File: config.mk
export PLATFORM = sky130hd
export DESIGN_NAME = bpsd_ram
export DESIGN_NICKNAME = d
export VERILOG_FILES = /design/src/rtl/core/bpsd_ram.sv
export SDC_FILE = /design/constraint.sdc
export NUM_CORES = 2
export LEC_CHECK = 0
export ABC_AREA = 1
export BUFFER_PORTS_ARGS = -buffer_cell sky130_fd_sc_hd__buf_2
export CAP_MARGIN = 15
export CORE_MARGIN = 5
export CORE_UTILIZATION = 40
export DETAILED_ROUTE_END_ITERATION = 10
export PLACE_DENSITY = 0.57
export SLEW_MARGIN = 20
export SYNTH_ARGS = -nofsm -noshare
export SYNTH_HDL_FRONTEND = slang
export SYNTH_SLANG_ARGS = --single-unit
File: constraint.sdc
create_clock -name clock -period 2.3 [get_ports clock]
set_clock_uncertainty 0.1 [all_clocks]
set_input_delay 0.115 -clock clock [delete_from_list [all_inputs] [get_ports clock]]
set_output_delay 0.115 -clock clock [all_outputs]
set_load 0.005 [all_outputs]
File: src/rtl/core/bpsd_ram.sv
//==============================================================================
// Generic RAM
// Single write port, single read port, registered read data.
//==============================================================================
`default_nettype none

module bpsd_ram #(
   parameter int WIDTH = 8,
   parameter int DEPTH = 256
) (
   input  wire logic                     clock,
   input  wire logic                     wr_en,
   input  wire logic [$clog2(DEPTH)-1:0] wr_addr,
   input  wire logic [WIDTH-1:0]         wr_data,
   input  wire logic [$clog2(DEPTH)-1:0] rd_addr,
   output logic      [WIDTH-1:0]         rd_data
);

   logic [WIDTH-1:0] mem_ff [DEPTH];

   // Write and registered read.
   always_ff @(posedge clock) begin
      if (wr_en) begin
         mem_ff[wr_addr] <= wr_data;
      end
      rd_data <= mem_ff[rd_addr];
   end

endmodule

`default_nettype wire
==> results.cfg <==
[run_status]
status = finished, final reports clean

[clock_network]
cts_buffers = 208
cts_setup_buffers = 0
worstSkewPairLatency_ns = 0.86
cts_buffer_depth = 3
clkTransAtPathRegs_ns = 0.06
cts_resized = 0
cts_sinks = 2056
htreeDepth = 4
clock-root-buffer = clkbuf_16
hold_buffers = 16
cts_tree = yes

[finish]
fin_nets = 7434
area_growth_syn_to_layout_pct = 17.26
fin_util = 0.4718
fin_cells = 10375
finalInstanceArea_sq_mm = 0.09779
layout-drive-gt1-share = 0.1271

[floorplan]
dieArea_sq_mm = 0.2177
chipWidth_um = 466.6
row_count = 167
initial_core_util = 0.4023
core-area_sq_mm = 0.2073
die_height_um = 466.6
ioPinCount = 34

[logic_synthesis]
synth_cell_types = 14
synth.area.top_cells = edfxtp_1, nand3_1, nand2_1
netlist_instances = 7003
syn_area_sq_mm = 0.08340
ys_seq_elements = 2056
ys_seq_area_frac = 0.7394
syn_area_per_cell_sq_um = 11.91
synth_top_area_share = 0.7374
yosys.area.top_type = edfxtp_1
synthesis.nets = 7029
yosysWarnings = 0

[job]
drv_cap = 0

[sta]
rsz0062_at_grt = false
layout_setup_ws_ns = 0.06685
relSlewSlack = 0.4470
finalSetupTns_ns = 0
fmax_mhz = 447.8
fin_crit_sh = 0.9709
worst_pin_slew_ns = 0.8286
setup_viol = 0
hold_violations = 0
report.final.slew_viol_count = 0
layout_min_cycle_time_ns = 2.233

[global_route]
busiest_layer = met2
grtUsageMet2 = 0.3558
use_met3 = 0.03230
antenna_found_initial = 9
grt_pass1_vias = 54765
grt_usage = 0.2215
use_met1 = 0.3090
grt_max_degree = 81
grt.overflow.total = 0
grt_pass1_wl_um = 363000

[hold_path]
hp-class = input port to register
hold_path_depth = 6

[detailed_routing]
route.detailed.wl_per_inst_um = 23.45
drt_iter0_drc = 5872
firstDrtPassIters = 6
vias_per_cell = 5.399
wl_um = 243300
vias = 56014
drc_errors = 0
ant_nets = 0

[pwr]
p_leak_nw = 34.78
ir_worst_vdd_mv = 0.7210
power_density_mw_per_mm2 = 811.1

[placement]
hpwl_um = 151000
dp_slack_ns = -0.4368
place_inst = 9970
gp_congestion = 0.8902
placed_area_sq_mm = 0.09109
port_buffers = 33

[worst_setup_path]
r2r_cells = 10
start_kind = input port
critPathKind = input port to register
critPathMaxFanout = 4
crit_required_ns = 2.74
crit_arrival_ns = 2.68
end_kind = register
reg2reg_slack_ns = 0.29
==> area by class of cell <==
| cell class | instances | area (sq um) |
|---|---|---|
| fill | 18510 | 109500 |
| sequential | 2056 | 61660 |
| multi-input combinational | 4425 | 19170 |
| timing repair buffer | 678 | 6753 |
| clock buffer | 267 | 5497 |
| tap | 2788 | 3488 |
| clock inverter | 118 | 1036 |
| inverter | 39 | 180.2 |
| antenna | 4 | 10.01 |
==> path summary, 6_finish.rpt <==
path	startpoint	endpoint
max	wr_addr[7]	mem_ff[249][0]
min reg2reg	mem_ff[84][0]	rd_data[0]
max reg2reg	mem_ff[190][7]	rd_data[7]
min	wr_addr[4]	mem_ff[249][5]
==> cell usage after synthesis (all sizes together) <==
cell type and count:
nand3 2019, clkbuf 112, nand2 2123, dfxtp 8
inv 39, nor2 283, buf 371, edfxtp 2048
==> flip-flops by register name, summed over array words and instances, names as in the netlist <==
register	count
mem_ff	2048
rd_data	8
==> per-layer routing <==
| layer | up-vias | share of wire |
|---|---|---|
| met2 | 2107 | 0.47 |
| met3 | 398 | 0.070 |
| met5 | - | 0.00014 |
| met4 | 6 | 0.037 |
| met1 | 27813 | 0.42 |
| li1 | 25690 | - |
==> cell families (layout without fill, tap and decap cells) <==
group,after synthesis,count (layout),share of synthesized area
and+or+nand+nor,4425,4425,0.2295
other,0,4,0
DFF,2056,2056,0.7394
buffers and inverters,522,1102,0.03119
==> critical path, stage by stage <==
cell,delay [ns]
dlygate4sd3_1,0.53
buf_2,0.19
nand2_1,0.07
dlygate4sd3_1,0.55
inv_1,0.23
nand2_1,0.13
nor2_1,0.19
dlygate4sd3_1,0.66
==> through the flow <==
| step | power, mW | hold WS (ns) |
|---|---|---|
| floorplan | 44.67 | 0.1139 |
| global placement | 47.44 | 0.4149 |
| detailed placement | 47.47 | 0.4170 |
| CTS | 79.84 | 0.02283 |
| global route | 82.00 | 0.06145 |
| finish | 79.32 | 0.09532 |
==> where the power goes <==
part,internal [mW],total (mW),switching [mW],leakage (nW)
clock network,18.3,32.6,14.4,3.19
logic,1.58,5.32,3.74,13.1
registers,41.3,41.4,0.0917,18.5
total,61.1,79.3,18.2,34.8
==> placed cells by master (no fill, tap or decap), drive strengths merged <==
cell type / instances
inv: 47
diode: 4
buf: 662
nor2: 283
clkbuf: 267
nand2: 2123
edfxtp: 2048
clkinvlp: 4
clkinv: 94
dfxtp: 8
nand3: 2019
bufinv: 12
dlygate4sd3: 16
(Power assumes the default switching activity.)
